==> src/distinct_count_min_max_assert.svh <==
// Assertion macros shared by the distinct count block.
`ifndef DISTINCT_COUNT_MIN_MAX_ASSERT_SVH
`define DISTINCT_COUNT_MIN_MAX_ASSERT_SVH

// Same-cycle implication, sampled on clk, off during reset.
`define DCMM_ASSERT_IMP(label, ante, cons, msg) \
	label: assert property (@(posedge clk) disable iff (!arst_n) (ante) |-> (cons)) \
		else $error(msg);

// Next-cycle implication, sampled on clk, off during reset.
`define DCMM_ASSERT_NXT(label, ante, cons, msg) \
	label: assert property (@(posedge clk) disable iff (!arst_n) (ante) |=> (cons)) \
		else $error(msg);

`endif

==> src/dcmm_pkg.sv <==
// Types and constants for the distinct count, min and max block.
`default_nettype none
package dcmm_pkg;

	localparam int unsigned DCMM_DEPTH = 1024;
	localparam int unsigned DCMM_CNT_W = 11;

	typedef struct packed {
		logic signed [31:0] value;
		logic               last;
	} in_t;

	typedef struct packed {
		logic [DCMM_CNT_W-1:0] distinct_count;
		logic signed [31:0]    largest;
		logic signed [31:0]    smallest;
		logic                  overflow;
	} out_t;

	typedef struct packed {
		logic               valid;
		logic signed [31:0] value;
		logic               last;
		logic               hit;
		logic               stored;
	} beat_t;

endpackage
`default_nettype wire

==> src/dcmm_cell.sv <==
// One store cell: holds a distinct value and passes each beat to its neighbor.
`default_nettype none
module dcmm_cell (
	input  logic           clk,
	input  logic           arst_n,
	input  logic           adv,
	input  dcmm_pkg::beat_t up,
	output dcmm_pkg::beat_t dn
);
	import dcmm_pkg::*;

	logic               full_q;
	logic signed [31:0] held_q;
	beat_t              dn_q;
	beat_t              nx;
	logic               match;
	logic               take_new;

	always_comb begin
		match      = full_q && (held_q == up.value);
		take_new   = up.valid && !up.hit && !full_q;
		nx         = up;
		nx.hit     = up.hit | match | take_new;
		nx.stored  = up.stored | take_new;
	end

	always_ff @(posedge clk or negedge arst_n) begin
		if (!arst_n) begin
			full_q <= 1'b0;
			dn_q   <= '0;
		end else if (adv) begin
			dn_q <= nx;
			if (up.valid && up.last) begin
				full_q <= 1'b0;
			end else if (take_new) begin
				full_q <= 1'b1;
			end
		end
	end

	always_ff @(posedge clk) begin
		if (adv && take_new) begin
			held_q <= up.value;
		end
	end

	assign dn = dn_q;

endmodule
`default_nettype wire

==> config.mk <==
export PLATFORM = sky130hd
export DESIGN_NAME = dcmm_cell
export DESIGN_NICKNAME = d
export VERILOG_FILES = /design/src/distinct_count_min_max_assert.svh /design/src/dcmm_pkg.sv /design/src/dcmm_cell.sv
export SDC_FILE = /design/constraint.sdc
export NUM_CORES = 1
export LEC_CHECK = 0
export BUFFER_PORTS_ARGS = -buffer_cell sky130_fd_sc_hd__buf_2
export CAP_MARGIN = 20
export CORE_ASPECT_RATIO = 1.4
export CORE_MARGIN = 4
export CORE_UTILIZATION = 54
export CTS_BUF_LIST = sky130_fd_sc_hd__clkbuf_4
export DETAILED_ROUTE_END_ITERATION = 10
export GPL_ROUTABILITY_DRIVEN = 0
export GPL_TIMING_DRIVEN = 0
export PLACE_DENSITY = 0.83
export REMOVE_ABC_BUFFERS = 1
export SETUP_SLACK_MARGIN = 0.4
export SLEW_MARGIN = 20
export SYNTH_ARGS = -nofsm -noshare
export SYNTH_HDL_FRONTEND = slang
export SYNTH_SLANG_ARGS = --single-unit
export TNS_END_PERCENT = 10
==> constraint.sdc <==
create_clock -name clk -period 3.58 [get_ports clk]
set_input_delay 0.358 -clock clk [delete_from_list [all_inputs] [get_ports clk]]
set_output_delay 0.358 -clock clk [all_outputs]
set_load 0.005 [all_outputs]
==> flow_metrics.py, run 1 <==
metrics = {
    "worst_setup_path": {
        "path_class": "in2reg",
        "critPathTopFamily": "buffers and inverters",
        "path_buf_inv": 3,
        "reg2reg_slack_ns": 1.80,
        "end_kind": "flip-flop",
        "start_kind": "input port",
        "cp_max_fo": 41,
        "critPathSlowestCell": "buf_2",
        "crit_top_cell": "buf_6",
        "crit_chain": "buf_2 -> nand2_1 -> nor3_2 -> buf_6 -> buf_6",
        "required_ns": 3.69,
        "max_stage_delay_ns": 0.65,
        "arrival_ns": 2.26,
    },
    "drt": {
        "drc_errors": 0,
        "avgRoutedWirePerCell_um": 14.6,
        "ant_nets": 0,
        "vias": 1556,
        "dr.pass1.iters": 4,
        "vias_per_cell": 4.91,
        "drt_iter0_markers": 33,
        "routed_wirelength_mm": 4.63,
    },
    "cells_and_area": {
        "nNetsFinal": 287,
        "final_util_pct": 68.6,
        "fillers": 360,
        "multi_input_area_um2": 793,
        "regArea_mm2": 0.00189,
        "diodes": 0,
        "instances_no_fill": 317,
        "drive_gt1_share_pct": 48.2,
        "syn_to_final_growth_pct": 22.8,
    },
    "synthesis": {
        "synth_seq_area_share_pct": 69.8,
        "synth_compound_area_share_pct": 1.30,
        "ys_types": 24,
        "yosysWarnings": 0,
        "yosys.area_share.simple_pct": 3.75,
        "synth.mux.area_fraction_pct": 13.7,
        "ys_ff_latch": 69,
        "avgSynthCellArea_um2": 16.5,
        "syn_area_mm2": 0.00270,
        "synth_cells": 164,
        "synthAdderAreaFrac_pct": 0,
        "synth_top_family_by_area": "multiplexers",
        "synth-xor-area-share_pct": 10.4,
    },
    "power_and_ir_drop": {
        "finalPower_mw": 1.58,
        "ir_drop_mv": 0.335,
        "leakage_nw": 1.40,
        "p_per_area_mw_per_mm2": 477,
    },
    "die": {
        "die-area_mm2": 0.00622,
        "core_region_area_mm2": 0.00484,
        "io_pins": 75,
        "die_x_um": 67.8,
        "fp-row-count": 30,
        "start_util_pct": 55.8,
        "die_h_um": 91.7,
    },
    "global_route": {
        "first_global_vias": 1627,
        "grt-ovfl-total": 0,
        "grt_pass1_wl_mm": 7.38,
        "grt_usage_pct": 16.1,
        "grt_antenna_before_repair": 0,
        "grt_max_degree": 42,
    },
    "cts": {
        "postCtsHoldBufs": 0,
        "ctsLongestPathBuffers": 2,
        "post_cts_resized": 0,
        "cts_buffers": 9,
        "clock-sinks": 69,
        "cts_root_buffer": "clkbuf_4",
        "cts_tree": "built",
        "cts_setup_buffers": 0,
        "cts.clk_slew.worst_paths_ns": 0.10,
        "htreeDepth": 3,
        "clk-insertion-delay-late_ns": 0.38,
    },
    "run_status": {
        "run_status": "finished, final reports clean",
    },
    "sta": {
        "fin_crit_sh_pct": 60.0,
        "max_freq_mhz": 466,
        "worst_pin_slew_ns": 0.855,
        "timing.slew.headroom_pct": 43.0,
        "hold_slack_ns": 0.0663,
        "maxSlewViolCount": 0,
        "post-route-min-period_ns": 2.15,
        "clock_skew_ns": 0.0143,
        "hold_viol": 0,
        "setup_violations": 0,
        "rsz0062_at_grt": "false",
    },
    "placed_design": {
        "hpwl_mm": 3.37,
        "dp.cells": 301,
        "port_buffers": 74,
    },
    "job": {
        "drv_cap": 0,
    },
    "hold_path": {
        "min_path_type": "in2async",
    },
}
[state kept, by name (all words and copies together) (netlist names)]
register  cells
dn           36
full_q        1
held_q       32
[metrics by stage]
| stage | TNS [ns] | cell area, µm² | setup slack [ns] |
|---|---|---|---|
| after global routing | 0 | 3320 | 1.30 |
| after CTS | 0 | 3320 | 1.45 |
| final | 0 | 3320 | 1.43 |
| after global placement | -45.83 | 3130 | -1.40 |
| after floorplan | 0 | 2680 | 0.426 |
| after detailed placement | 0 | 3180 | 1.02 |
[cell families (layout without fill, tap and decap cells)]
logic type             after synthesis  count (layout)
flip-flops                          69              69
multiplexers                        33              33
XOR/XNOR                            32              32
AND/OR/NAND/NOR                     17              17
buffers and inverters                7              96
AO/OA/AOI/OAI                        6               6
[metal layers]
layer | part of all wire (%) | vias up | GRT usage, % | wire length [µm]
met5 | 0 | - | 0 | 0
met4 | 2.1 | 0 | 7.96 | 97
met3 | 6.2 | 8 | 4.29 | 285
met2 | 50 | 48 | 26.1 | 2300
met1 | 42 | 734 | 19.4 | 1950
li1 | - | 766 | - | -
[Yosys cell counts]
| cell type | n | area [µm²] |
|---|---|---|
| nor2_1 | 2 | 7.51 |
| a211o_1 | 1 | 8.76 |
| inv_1 | 2 | 7.51 |
| o21ai_1 | 1 | 5.00 |
| xnor2_1 | 12 | 105 |
| dfrtp_1 | 37 | 926 |
| o21ai_0 | 2 | 10.0 |
| xor2_1 | 20 | 175 |
| nor4_2 | 1 | 12.5 |
| buf_1 | 3 | 11.3 |
| edfxtp_1 | 32 | 961 |
| nor4_1 | 4 | 25.0 |
| a21oi_1 | 1 | 5.00 |
| nor2b_1 | 1 | 6.26 |
| a31oi_1 | 1 | 6.26 |
| buf_2 | 1 | 5.00 |
| nand2_1 | 2 | 7.51 |
| nor3_1 | 1 | 5.00 |
| mux2_2 | 26 | 293 |
| nand3_1 | 1 | 5.00 |
| nand4_1 | 4 | 25.0 |
| clkbuf_1 | 1 | 3.75 |
| or4_1 | 1 | 7.51 |
| mux2_1 | 7 | 78.8 |
[layout make-up]
cell class                      count  area share, %
Timing Repair Buffer               78           12.4
Inverter                            2          0.226
Tap cell                           64           2.41
Multi-Input combinational cell     88           23.9
Clock buffer                       14           3.17
Clock inverter                      2           1.06
Sequential cell                    69           56.8
[power breakdown]
group | internal (mW) | switching [mW]
Clock | 0.253 | 0.243
Sequential | 0.884 | 0.0239
Combinational | 0.0947 | 0.0837
Total | 1.23 | 0.350
[final timing paths]
path | from | endpoint | cells past startpoint
setup / recovery | adv | held_q[16]$_DFFE_PP_ | 5
hold / removal | arst_n | dn[24]$_DFFE_PN0P_ | 1
setup reg to reg | held_q[9]$_DFFE_PP_ | dn[1]$_DFFE_PN0P_ | 5
hold reg to reg | dn[7]$_DFFE_PN0P_ | dn[7]$_DFFE_PN0P_ | 1
max in group asynchronous | arst_n | dn[28]$_DFFE_PN0P_ | 1
min in group clk | up[33] | held_q[30]$_DFFE_PP_ | 1
[placed cells by master, fill, tap and decap left out, types with 3 or more instances in the layout]
cell	synthesis	final
nor4_1	4	4
dfrtp_1	37	37
buf_2	1	74
edfxtp_1	32	32
nand4_1	4	4
xor2_1	20	20
xnor2_1	12	12
clkbuf_4	0	14
mux2_2	26	26
buf_6	0	3
mux2_1	7	7
(Power assumes the default switching activity.)
==> inputs of run 2 (changes only) <==
--- a/config.mk
+++ b/config.mk
@@ -5,11 +5,12 @@
 export SDC_FILE = /design/constraint.sdc
 export NUM_CORES = 1
 export LEC_CHECK = 0
+export ABC_AREA = 1
 export BUFFER_PORTS_ARGS = -buffer_cell sky130_fd_sc_hd__buf_2
 export CAP_MARGIN = 20
 export CORE_ASPECT_RATIO = 1.4
 export CORE_MARGIN = 4
-export CORE_UTILIZATION = 54
+export CORE_UTILIZATION = 55
 export CTS_BUF_LIST = sky130_fd_sc_hd__clkbuf_4
 export DETAILED_ROUTE_END_ITERATION = 10
 export GPL_ROUTABILITY_DRIVEN = 0
==> constraint.sdc (replaced) <==
create_clock -name clk -period 2 [get_ports clk]
set_input_delay 0.2 -clock clk [delete_from_list [all_inputs] [get_ports clk]]
set_output_delay 0.2 -clock clk [all_outputs]
set_load 0.005 [all_outputs]
==> flow_metrics.py, run 2 <==
metrics = {
    "global_route": {
        "grt_pass1_wl_mm": 11.0,
        "grt_usage_pct": 21.3,
        "grt-ovfl-total": 0,
        "first_global_vias": 2398,
        "grt_antenna_before_repair": 0,
        "grt_max_degree": 59,
    },
    "synthesis": {
        "ys_ff_latch": 69,
        "synth_edf_count": 32,
        "syn_area_mm2": 0.00296,
        "yosysMostFrequentCell": "nand2_1",
        "avgSynthCellArea_um2": 9.34,
        "async_flop_share_pct": 53.6,
        "synth_seq_area_share_pct": 63.7,
        "ys_top_cells_by_area": "edfxtp_1, dfrtp_1, nand2_1",
        "yosys.area.top_type_share_pct": 32.4,
        "synth_top_area_cell": "edfxtp_1",
        "synth_cells": 317,
        "ys_types": 24,
        "yosysWarnings": 0,
        "synth_ff_type": "dfrtp_1",
        "synth_common_cells": "nand2_1, inv_1, dfrtp_1, edfxtp_1, o21ai_0",
    },
    "cells_and_area": {
        "drive_gt1_share_pct": 24.2,
        "multi_input_area_um2": 837,
        "nNetsFinal": 467,
        "regArea_mm2": 0.00189,
        "syn_to_final_growth_pct": 28.7,
        "largest_reg_flops": 36,
        "fillers": 383,
        "mostFrequentLayoutCells": "nand2_1, buf_2, inv_1, dfrtp_1, dlygate4sd3_1",
        "diodes": 0,
        "instances_no_fill": 499,
        "final_common_cell": "nand2_1",
    },
    "hold_path": {
        "min_from": "up[35]",
        "holdPathStages": 2,
        "whs_endpoint": "full_q$_DFFE_PN0P_",
        "min_path_type": "in2reg",
    },
    "drt": {
        "vias": 2372,
        "drt_iter0_markers": 84,
        "ant_nets": 0,
        "routed_wirelength_mm": 6.53,
        "drc_errors": 0,
        "dr.pass1.iters": 4,
        "avgRoutedWirePerCell_um": 13.1,
        "vias_per_cell": 4.75,
    },
    "sta": {
        "setup_violations": 0,
        "rsz0062_at_grt": "false",
        "maxSlewViolCount": 0,
        "fin_crit_sh_pct": 72.0,
        "worst_pin_slew_ns": 0.880,
        "max_freq_mhz": 694,
        "clock_skew_ns": 0.00903,
        "post-route-min-period_ns": 1.44,
        "setup-tns-final_ns": 0,
        "hold_viol": 0,
        "hold_slack_ns": 0.0223,
        "timing.slew.headroom_pct": 41.2,
    },
    "run_status": {
        "run_status": "finished, final reports clean",
    },
    "cts": {
        "cts.clk_slew.worst_paths_ns": 0.11,
        "cts_buffers": 9,
        "clk-insertion-delay-late_ns": 0.41,
        "ctsLongestPathBuffers": 2,
        "htreeDepth": 3,
        "cts_root_buffer": "clkbuf_4",
        "clock-sinks": 69,
        "cts_tree": "built",
    },
    "worst_setup_path": {
        "critPathSlowestCell": "dfrtp_1",
        "arrival_ns": 1.51,
        "end_kind": "flip-flop",
        "max_stage_delay_ns": 0.39,
        "r2r_cells": 5,
        "reg2reg_slack_ns": 0.56,
        "r2r-start": "full_q$_DFFE_PN0P_",
        "required_ns": 2.07,
        "crit_chain": "inv_1 -> nand2_1 -> nor2_1 -> nand2_2 -> inv_4",
        "start_kind": "flip-flop",
        "path_class": "reg2reg",
        "regToRegEndpoint": "held_q[29]$_DFFE_PP_",
        "cp_max_fo": 32,
    },
    "power_and_ir_drop": {
        "swShare_pct": 26.7,
        "seqPwrFrac_pct": 59.2,
        "p_per_area_mw_per_mm2": 720,
        "leakage_nw": 1.93,
        "combPwrFrac_pct": 13.9,
        "finalPower_mw": 2.75,
        "cell_internal_pwr_mw": 2.01,
        "p_switching_mw": 0.732,
        "clkPwrFrac_pct": 26.8,
        "ir_drop_mv": 0.483,
    },
    "placed_design": {
        "hpwl_mm": 4.12,
        "port_buffers": 74,
        "dp.cells": 449,
    },
    "job": {
        "drv_cap": 0,
    },
    "die": {
        "die_x_um": 70.0,
        "start_util_pct": 57.0,
        "core_region_area_mm2": 0.00520,
        "io_pins": 75,
        "fp-row-count": 31,
        "die-area_mm2": 0.00664,
        "die_h_um": 94.8,
    },
}
[run 2: through the flow]
step	util, %	area, µm²	setup slack (ns)
3_5_place_dp	64.5	3350	0.352
3_3_place_gp	64.5	3350	-0.0276
5_1_grt	73.4	3810	0.405
6_report	73.4	3810	0.560
4_1_cts	73.4	3810	0.490
2_1_floorplan	-	2900	0.359
[run 2: power groups by stage]
stage	registers, mW	logic [mW]	clock network [mW]
6_report	1.63	0.382	0.737
5_1_grt	1.64	0.439	0.819
4_1_cts	1.62	0.389	0.756
3_5_place_dp	1.65	0.331	0
3_3_place_gp	1.65	0.318	0
2_1_floorplan	1.66	0.142	0
[run 2: repair_timing]
action | 4_1_cts | 5_1_grt
pin swaps | 0 | 1
endpoints found under the hold margin | 72 | 0
gates resized for setup | 1 | 2
setup buffers | 0 | 0
setup endpoints to repair | 32 | 1
hold buffers | 35 | 0
[run 2: logic make-up after synthesis]
family | synth area share, %
compound gates | 5.41
simple gates | 20.2
flops | 63.7
xor+xnor | 2.37
buf+inv | 8.37
[run 2: worst max-delay path: cells and delay by family (launching register included)]
kind | cells | cell delay [ns]
and+or+nand+nor | 3 | 0.27
DFF | 1 | 0.39
buffers and inverters | 2 | 0.42
[run 2: final cells by class]
| cell class | count | share of cell area [%] |
|---|---|---|
| Tap cell | 66 | 2.17 |
| Timing Repair Buffer | 108 | 18.6 |
| Clock buffer | 10 | 1.97 |
| Sequential cell | 69 | 49.5 |
| Inverter | 50 | 4.99 |
| Clock inverter | 6 | 0.788 |
| Multi-Input combinational cell | 190 | 22.0 |
[run 2: worst max path at each step]
stage	cells after the start	startpoint	slack [ns]	to
floorplan	5	full_q$_DFFE_PN0P_	0.36	held_q[0]$_DFFE_PP_
global placement	3	adv	-0.03	held_q[18]$_DFFE_PP_
detailed placement	3	adv	0.35	held_q[18]$_DFFE_PP_
CTS	6	full_q$_DFFE_PN0P_	0.49	full_q$_DFFE_PN0P_
global route	5	full_q$_DFFE_PN0P_	0.41	held_q[9]$_DFFE_PP_
finish	5	full_q$_DFFE_PN0P_	0.56	held_q[29]$_DFFE_PP_
[run 2: per-layer routing]
layer / global-route usage, % / vias up / wire length (µm) / part of all wire [%]
li1: - / 1196 / - / -
met1: 25.5 / 1088 / 2700 / 41
met2: 36.2 / 73 / 3280 / 50
met3: 5.11 / 15 / 404 / 6.2
met4: 10.5 / 0 / 146 / 2.2
met5: 0 / - / 0 / 0
