File: config.mk
export PLATFORM = sky130hd
export DESIGN_NAME = dcmm_tail
export DESIGN_NICKNAME = d
export VERILOG_FILES = /design/src/dcmm_pkg.sv /design/src/dcmm_tail.sv
export VERILOG_INCLUDE_DIRS = /design/src /design/src/src
export SDC_FILE = /design/constraint.sdc
export NUM_CORES = 1
export LEC_CHECK = 0
export ABC_CLOCK_PERIOD_IN_PS = 4640
export BUFFER_PORTS_ARGS = -buffer_cell sky130_fd_sc_hd__buf_4
export CAP_MARGIN = 20
export CORE_ASPECT_RATIO = 0.7
export CORE_UTILIZATION = 50
export CTS_BUF_LIST = sky130_fd_sc_hd__clkbuf_4
export DETAILED_ROUTE_END_ITERATION = 7
export PLACE_DENSITY = 0.72
export SLEW_MARGIN = 10
export SYNTH_ARGS = -nofsm -noshare
export SYNTH_HDL_FRONTEND = slang
export SYNTH_SLANG_ARGS = --single-unit
File: constraint.sdc
create_clock -name clk -period 4.64 [get_ports clk]
set_input_delay 0.232 -clock clk [delete_from_list [all_inputs] [get_ports clk]]
set_output_delay 0.232 -clock clk [all_outputs]
set_load 0.01 [all_outputs]
File: src/distinct_count_min_max_assert.svh
// Assertion macros shared by the distinct count block.
`ifndef DISTINCT_COUNT_MIN_MAX_ASSERT_SVH
`define DISTINCT_COUNT_MIN_MAX_ASSERT_SVH

// Same-cycle implication, sampled on clk, off during reset.
`define DCMM_ASSERT_IMP(label, ante, cons, msg) \
	label: assert property (@(posedge clk) disable iff (!arst_n) (ante) |-> (cons)) \
		else $error(msg);

// Next-cycle implication, sampled on clk, off during reset.
`define DCMM_ASSERT_NXT(label, ante, cons, msg) \
	label: assert property (@(posedge clk) disable iff (!arst_n) (ante) |=> (cons)) \
		else $error(msg);

`endif

File: src/dcmm_pkg.sv
// Types and constants for the distinct count, min and max block.
`default_nettype none
package dcmm_pkg;

	localparam int unsigned DCMM_DEPTH = 1024;
	localparam int unsigned DCMM_CNT_W = 11;

	typedef struct packed {
		logic signed [31:0] value;
		logic               last;
	} in_t;

	typedef struct packed {
		logic [DCMM_CNT_W-1:0] distinct_count;
		logic signed [31:0]    largest;
		logic signed [31:0]    smallest;
		logic                  overflow;
	} out_t;

	typedef struct packed {
		logic               valid;
		logic signed [31:0] value;
		logic               last;
		logic               hit;
		logic               stored;
	} beat_t;

endpackage
`default_nettype wire

File: src/dcmm_tail.sv
// End of the cell row: count, min, max, overflow and the result register.
`default_nettype none
module dcmm_tail #(
	parameter int unsigned DEPTH = dcmm_pkg::DCMM_DEPTH
) (
	input  logic            clk,
	input  logic            arst_n,
	input  dcmm_pkg::beat_t beat,
	input  logic            result_ready,
	output logic            adv,
	output logic            result_valid,
	output dcmm_pkg::out_t  result
);
	import dcmm_pkg::*;

	localparam int unsigned CW = $clog2(DEPTH + 1);

	logic [CW-1:0]      cnt_q;
	logic signed [31:0] max_q;
	logic signed [31:0] min_q;
	logic               ovf_q;
	logic               started_q;
	logic               res_valid_q;
	logic [CW-1:0]      res_cnt_q;
	logic signed [31:0] res_max_q;
	logic signed [31:0] res_min_q;
	logic               res_ovf_q;

	logic [CW-1:0]          cnt_nx;
	logic signed [31:0]     max_nx;
	logic signed [31:0]     min_nx;
	logic                   ovf_nx;
	logic                   take;
	logic [CW+DCMM_CNT_W-1:0] cnt_ext;

	always_comb begin
		cnt_nx = cnt_q + CW'(beat.stored);
		max_nx = (!started_q || (beat.value > max_q)) ? beat.value : max_q;
		min_nx = (!started_q || (beat.value < min_q)) ? beat.value : min_q;
		ovf_nx = ovf_q | !beat.hit;
		adv    = !(res_valid_q && !result_ready && beat.valid && beat.last);
		take   = adv && beat.valid;
	end

	always_ff @(posedge clk or negedge arst_n) begin
		if (!arst_n) begin
			cnt_q       <= '0;
			max_q       <= '0;
			min_q       <= '0;
			ovf_q       <= 1'b0;
			started_q   <= 1'b0;
			res_valid_q <= 1'b0;
		end else begin
			if (take) begin
				if (beat.last) begin
					cnt_q     <= '0;
					max_q     <= '0;
					min_q     <= '0;
					ovf_q     <= 1'b0;
					started_q <= 1'b0;
				end else begin
					cnt_q     <= cnt_nx;
					max_q     <= max_nx;
					min_q     <= min_nx;
					ovf_q     <= ovf_nx;
					started_q <= 1'b1;
				end
			end
			if (take && beat.last) begin
				res_valid_q <= 1'b1;
			end else if (result_ready) begin
				res_valid_q <= 1'b0;
			end
		end
	end

	always_ff @(posedge clk) begin
		if (take && beat.last) begin
			res_cnt_q <= cnt_nx;
			res_max_q <= max_nx;
			res_min_q <= min_nx;
			res_ovf_q <= ovf_nx;
		end
	end

	always_comb begin
		cnt_ext               = {{DCMM_CNT_W{1'b0}}, res_cnt_q};
		result.distinct_count = cnt_ext[DCMM_CNT_W-1:0];
		result.largest        = res_max_q;
		result.smallest       = res_min_q;
		result.overflow       = res_ovf_q;
	end

	assign result_valid = res_valid_q;

`include "distinct_count_min_max_assert.svh"

	`DCMM_ASSERT_IMP(a_ovf_full, res_valid_q && res_ovf_q, res_cnt_q == CW'(DEPTH), "overflow with store not full")
	`DCMM_ASSERT_IMP(a_cnt_range, 1'b1, cnt_q <= CW'(DEPTH), "distinct count beyond store depth")
	`DCMM_ASSERT_NXT(a_stall_hold, !adv, $stable(cnt_q) && $stable(started_q), "run state moved during stall")

endmodule
`default_nettype wire

==> results of run 1 <==
==> registers in the layout, summed over array words and instances, names as in the netlist <==
name,count
res_ovf_q,1
cnt_q,11
ovf_q,1
res_cnt_q,11
max_q,32
started_q,1
res_min_q,32
result_valid,1
res_max_q,32
min_q,32
==> kinds of logic after synthesis <==
group                    share of synthesized area, %
multiplexers                                    3.919
buffers and inverters                           8.190
adder cells (fa/ha/maj)                         9.913
AND/OR/NAND/NOR                                 9.303
AO/OA/AOI/OAI                                   16.10
flip-flops                                      51.61
XOR/XNOR                                       0.9607
==> cell type report <==
class	instances	area, sq um	area share, %
Antenna cell	1	2.502	0.02542
Clock buffer	21	157.7	1.601
Clock inverter	11	105.1	1.067
Inverter	102	382.9	3.889
Multi-Input combinational cell	442	3317	33.69
Sequential cell	154	4234	43.00
Tap cell	220	275.3	2.796
Timing Repair Buffer	162	1371	13.93
==> cell usage after synthesis, types with 2 or more instances <==
library cell  instances  area [sq um]
inv_1               102         382.9
o32ai_2               6         97.59
mux2i_1              31         310.3
nor2_1               11         41.29
xor2_1                5         43.79
buf_4                 3         22.52
buf_12                3         60.06
o21ai_1              23         115.1
o211ai_1              3         22.52
nor4_1                2         12.51
nand3_1              43         215.2
or3_1                 2         12.51
nand2b_1              3         18.77
and3_1                2         12.51
a211oi_1              3         22.52
a32o_1               27         270.3
a21oi_1              25         125.1
a21o_1               16         120.1
dfrtp_1              78          1952
buf_2                 9         45.04
clkbuf_1             18         67.56
or2_2                 2         12.51
xnor2_1               4         35.03
o21ai_0              25         125.1
o311ai_0              4         35.03
o32ai_1              26         227.7
edfxtp_1             76          2282
ha_1                 65         813.3
a22o_1                4         35.03
buf_6                 7         78.83
nand4_1              21         131.4
nor2b_1               2         12.51
nand2_1              69         259.0
and2_1                2         12.51
a211oi_2              2         25.02
==> path summary, 6_finish.rpt <==
path	start	endpoint	slack (ns)
min reg2reg	cnt_q[0]	cnt_q[0]	0.49
min in group asynchronous	arst_n	max_q[9]	0.11
min	beat[2]	max_q[4]	0.04
max in group asynchronous	arst_n	max_q[21]	3.90
max reg2reg	min_q[13]	res_min_q[0]	1.44
max	min_q[13]	res_min_q[0]	1.44
==> cell usage in the layout, fill, tap and decap left out, types with 3 or more instances in the layout <==
cell type      Yosys  routed
nor2_1            11       9
a32o_1            27      27
nand3_1           43      43
o21ai_0           25      25
mux2i_1           31      31
edfxtp_1          76      76
xnor2_1            4       4
a211oi_1           3       3
inv_1            102     102
a21o_1            16      16
o211ai_1           3       3
a21oi_1           25      25
o32ai_1           26      26
dlygate4sd3_1      0      36
xor2_1             5       5
dfrtp_1           78      78
nand2_1           69      69
o311ai_0           4       4
nand2b_1           3       3
o32ai_2            6       6
a22o_1             4       4
o21ai_1           23      23
ha_1              65      65
buf_4              3     122
clkinv_2           0       6
clkbuf_4           0      21
nand4_1           21      21
==> routing by layer <==
layer	routed length (microns)	part of all wire (%)	global-route usage (%)	vias to the layer above
met5	0	0	0	-
met4	260	1.3	7.709	0
met3	1600	7.9	6.638	28
met2	9069	45	38.48	266
met1	9339	46	34.12	3091
li1	-	-	-	2988
==> worst register-to-register path, cell delays in order, from the launching register on <==
cell and delay [ns]:
dfrtp_1 0.38, inv_1 0.06, ha_1 0.31, nand4_1 0.20
or3_1 0.42, o32a_1 0.36, a21o_1 0.22, a211oi_4 0.21
buf_4 0.44, mux2_2 0.39
==> power breakdown <==
part	internal [W]	switching [W]
combinational	0.000415	0.000614
clock	0.000334	0.000465
sequential	0.00161	0.0000678
==> per-stage QoR <==
stage	cell area, sq um	worst slack (ns)	std cells	hold slack (ns)	power (W)
finish	9846	1.444	1113	0.04369	0.003509
global route	9846	1.289	1113	0.007312	0.003691
CTS	9796	1.317	1110	0.001400	0.003497
detailed placement	9173	1.302	1042	0.4676	0.002682
global placement	9145	1.511	1041	0.4597	0.002635
floorplan	8204	0.1154	739	-0.06359	0.002401
==> repair_timing <==
item	CTS	global route
buffers inserted	0	0
hold buffers	36	0
setup endpoints to repair	0	0
endpoints found under the hold margin	155	0
==> reports/metrics.cfg, run 1 <==
[power_and_ir_drop]
p_leak_nw = 4.316
ir_worst_vdd_uv = 230.3
p_per_area_nw_per_um2 = 356.4

[flow_run]
cap_violations = 0

[outcome]
status = finished, final reports clean

[cts]
path_clk_slew_ns = 0.13
clock_latency_ns = 0.56
ctsRootBufferMaster = clkbuf_4
cts_tree = yes
cts_resized = 0
cts_made_buffers = 17
htree_levels = 4
cts_sinks = 154
cts.path.max_buffers = 2

[synth]
syn_area_per_cell_sq_um = 11.10
syn_area_sq_um = 8204
yosys_most_used_dff = dfrtp_1
syn_inst = 739
ys_seq_elements = 154
yosysUniqueCellTypes = 50
yosys_warnings = 0
synth_nets = 843
ys_seq_area_share_pct = 51.61
synth_edf_count = 76
synthArstFlopShare_pct = 50.65

[timing]
setup_viol = 0
hold_violations = 0
fmax_mhz = 312.9
rsz0062_at_grt = false
fin_crit_ns = 3.196
worst_slew_margin_rel_pct = 44.17
final_max_slew_viol_count = 0
finalClockSkew_ns = 0.01935
fin_tns_setup_ns = 0
fin_crit_sh_pct = 68.87
worst_slew_pin_slew_ns = 0.8375

[worst_setup_path]
slowest_stage = buf_4
path_delay_family = compound AO/OA/AOI/OAI gates
crit_path_max_incr_delay_ns = 0.44
end_kind = register
critical_path_depth = 9
cp_data_required_time_ns = 4.97
crit_type = register to register
cp_num_buf_inv = 2
r2r_cells = 9
critPathLaunchType = register
cp_max_fo = 32
crit_arrival_ns = 3.53
path_cells = inv_1 -> ha_1 -> nand4_1 -> or3_1 -> o32a_1 -> a21o_1 -> a211oi_4 -> buf_4 -> mux2_2

[grt]
antenna_found_initial = 1
overflow = 0
grt_max_degree = 79
gr-usage-all-layers_pct = 24.83
grt_pass1_vias = 6347
grt_first_pass_wirelength_microns = 32120

[layout]
fin_util_pct = 62.37
finalNetCount = 983
area_delta_synth_final_pct = 20.01
drive_gt1_share_pct = 19.39
fillers = 1281

[route]
drt-total-wl_microns = 20270
first_pass_iters = 7
viasPerCell = 5.726
dr_total_vias = 6373
drc = 0
postRouteAntennaNets = 0
wl_per_cell_microns = 18.21
drt-initial-drc-count = 508

[place]
place_congestion = 0.8535
dp_hpwl_microns = 13450
port_buffers = 116

[floorplan]
fp.dieW_microns = 155.1
core_sq_um = 15790
die_y_microns = 109.2
die_area_sq_um = 16930
row_count = 38
initial_core_util_pct = 51.97
ios = 117

[worst_hold_path]
min_path_cells = 2
hold_path_class = input pin to register

Power figures use the tool's default switching activity.
==> inputs of run 2 (changes only) <==
--- a/config.mk
+++ b/config.mk
@@ -6,7 +6,7 @@
 export SDC_FILE = /design/constraint.sdc
 export NUM_CORES = 1
 export LEC_CHECK = 0
-export ABC_CLOCK_PERIOD_IN_PS = 4640
+export ABC_CLOCK_PERIOD_IN_PS = 2600
 export BUFFER_PORTS_ARGS = -buffer_cell sky130_fd_sc_hd__buf_4
 export CAP_MARGIN = 20
 export CORE_ASPECT_RATIO = 0.7
==> constraint.sdc (replaced) <==
create_clock -name clk -period 2.6 [get_ports clk]
set_input_delay 0.13 -clock clk [delete_from_list [all_inputs] [get_ports clk]]
set_output_delay 0.13 -clock clk [all_outputs]
set_load 0.01 [all_outputs]
==> run 2 against run 1 <==
- the run now ends with negative setup slack left
- clock-buffer cell count decreased by 2
- clock power grew 86%
- wire length up 33%
- worst setup slack worse by 1.9 ns
- sequential power is 80% higher
- global-route usage grew 2.8 points
- critical endpoint is now min_q[18]
==> reports/metrics.cfg, run 2 (same netlist as run 1, synthesis figures left out) <==
[route]
first_pass_iters = 8  ; +1
wl_per_cell_microns = 22.13  ; +22%
postRouteAntennaNets = 0  ; unchanged
dr_total_vias = 7413  ; +16%
drt-total-wl_microns = 26960  ; +33%
drt-initial-drc-count = 833  ; +64%
drc = 0  ; unchanged
viasPerCell = 6.086  ; +6.3%

[grt]
grt_pass1_vias = 6996  ; +10%
grt_max_degree = 79  ; unchanged
antenna_found_initial = 0  ; -1
overflow = 0  ; unchanged
gr-usage-all-layers_pct = 27.65  ; +2.8 points
grt_first_pass_wirelength_microns = 35760  ; +11%

[place]
dp_slack_ns = -0.2731  ; -1.575 ns
place_area_sq_um = 9585  ; +4.5%
port_buffers = 116  ; unchanged
dp_hpwl_microns = 14290  ; +6.2%
place_congestion = 0.8813  ; +3.3%

[flow_run]
cap_violations = 0  ; unchanged

[power_and_ir_drop]
pwr-share-comb_pct = 42.1  ; +13 points
p_switching_w = 0.002773  ; +140%
ir_worst_vdd_uv = 416.3  ; +81%
swShare_pct = 35.49  ; +2.8 points
p_int_w = 0.005040  ; +110%
p_total_w = 0.007813  ; +120%
power_frac_clock_pct = 19.1  ; -3.7 points
p_leak_nw = 5.277  ; +22%
seqPwrFrac_pct = 38.7  ; -9.2 points
p_per_area_nw_per_um2 = 647.2  ; +82%

[floorplan]
initial_core_util_pct = 51.97  ; unchanged
fp.dieW_microns = 155.1  ; unchanged
die_y_microns = 109.2  ; unchanged
row_count = 38  ; unchanged
core_sq_um = 15790  ; unchanged
die_area_sq_um = 16930  ; unchanged
ios = 117  ; unchanged

[worst_setup_path]
end_kind = register
crit_arrival_ns = 3.49  ; -0.04 ns
cp_data_required_time_ns = 3.08  ; -1.89 ns
critPathLaunchType = register
startpoint = min_q[25]
r2r-start = min_q[25]
crit_type = register to register
cp_max_fo = 8  ; -75%

[layout]
area_delta_synth_final_pct = 47.16
diodes = 0  ; -1
final_common_cell = buf_4
finalNetCount = 1089  ; +11%
most-common-layout-cells = 178 x buf_4, 88 x inv_1, 78 x dfrtp_1
drive_gt1_share_pct = 41.68  ; +22 points
fin_area_sq_um = 12070  ; +23%

[timing]
fmax_mhz = 331.9  ; +6.1%
finalClockSkew_ns = 0.02411  ; +0.004755 ns
worst_slew_margin_rel_pct = 58.54  ; +14 points
setup_viol = 128  ; +128
postLayoutSetupSlackWorst_ns = -0.4130  ; -1.857 ns
fin_crit_ns = 3.013  ; -0.1825 ns
fin_crit_sh_pct = 115.9  ; +47 points
rsz0062_at_grt = true
hold_violations = 0  ; unchanged
fin_hold_ws_ns = 0.3678  ; +0.3241 ns
final_max_slew_viol_count = 0  ; unchanged
worst_slew_pin_slew_ns = 0.6219  ; -0.2156 ns

[cts]
cts.path.max_buffers = 2  ; unchanged
cts_sinks = 154  ; unchanged
path_clk_slew_ns = 0.14  ; about the same
ctsRootBufferMaster = clkbuf_4
cts_tree = yes
htree_levels = 4  ; unchanged
cts_made_buffers = 17  ; unchanged
clock_latency_ns = 0.60  ; +0.04 ns

[worst_hold_path]
hold_path_class = input pin to register
hp-start = beat[1]

[outcome]
violations = negative setup slack
status = complete, but fails checks

==> run 2: cell types whose count changed in the layout (fill, tap and decap cells not counted), sizes merged <==
cell         change
buf             +94
clkinvlp         +4
dlygate4sd3      +4
clkbuf           +3
a31o             +2
clkinv           -2
and2             +1
diode            -1
==> run 2: repair_timing <==
action	4_1_cts	5_1_grt
pin swaps	33	33
hold buffers	39	1
setup buffers	15	38
resized for setup	104	149
endpoints found under the setup margin	127	128
cloned	9	9
hold endpoints to repair	185	19
==> run 2: path summary, 6_finish.rpt <==
kind | to | slack [ns] | cells past startpoint
worst max-delay path | min_q[18] | -0.41 | 12
worst min-delay path | ovf_q | 0.37 | 4
worst max register to register | min_q[18] | -0.41 | 12
worst min register to register | max_q[17] | 0.51 | 1
max in group asynchronous | max_q[18] | 1.48 | 4
min in group asynchronous | min_q[13] | 0.49 | 3
==> run 2: stage by stage <==
step / utilization [%] / cells / setup TNS, ns
after detailed placement: 60.72 / 1088 / -18.25
after floorplan: - / 739 / -0.002453
after CTS: 69.82 / 1182 / -10.62
final: 76.48 / 1218 / -34.78
after global routing: 76.48 / 1218 / -41.70
after global placement: 60.72 / 1088 / -10.89
==> run 2: power by group through the flow <==
stage               combinational (W)  sequential [W]  clock (W)
floorplan                     0.00121         0.00307          0
global placement              0.00186         0.00304          0
detailed placement            0.00194         0.00305          0
CTS                           0.00255         0.00300    0.00148
global route                  0.00346         0.00305    0.00160
finish                        0.00329         0.00303    0.00149
==> run 2: layout make-up <==
type,count,area (sq um)
multi-input cells,445,4363
flip-flops and latches,154,4234
fillers,902,3712
repair buffers,265,2546
inverters,102,382.9
well taps,220,275.3
clock buffers,19,142.6
clock inverters,13,128.9
==> run 2: routing by layer <==
metal | GRT usage [%] | share of wire (%) | up-vias | wire length (microns)
li1 | - | - | 3215 | -
met1 | 37.65 | 40 | 3643 | 10740
met2 | 43.31 | 47 | 454 | 12790
met3 | 5.882 | 9.2 | 101 | 2483
met4 | 11.24 | 3.5 | 0 | 937
met5 | 0 | 0 | - | 0
==> run 2: critical path, cell delays in order (launching register included) <==
cell and delay, ns:
dfrtp_1 0.40, inv_1 0.08, ha_1 0.24, a21o_1 0.18, a21o_1 0.18, a21oi_1 0.31, o211ai_1 0.23, a21oi_1 0.33
a211oi_4 0.14, buf_6 0.17, buf_6 0.13, buf_16 0.14, o32ai_1 0.36
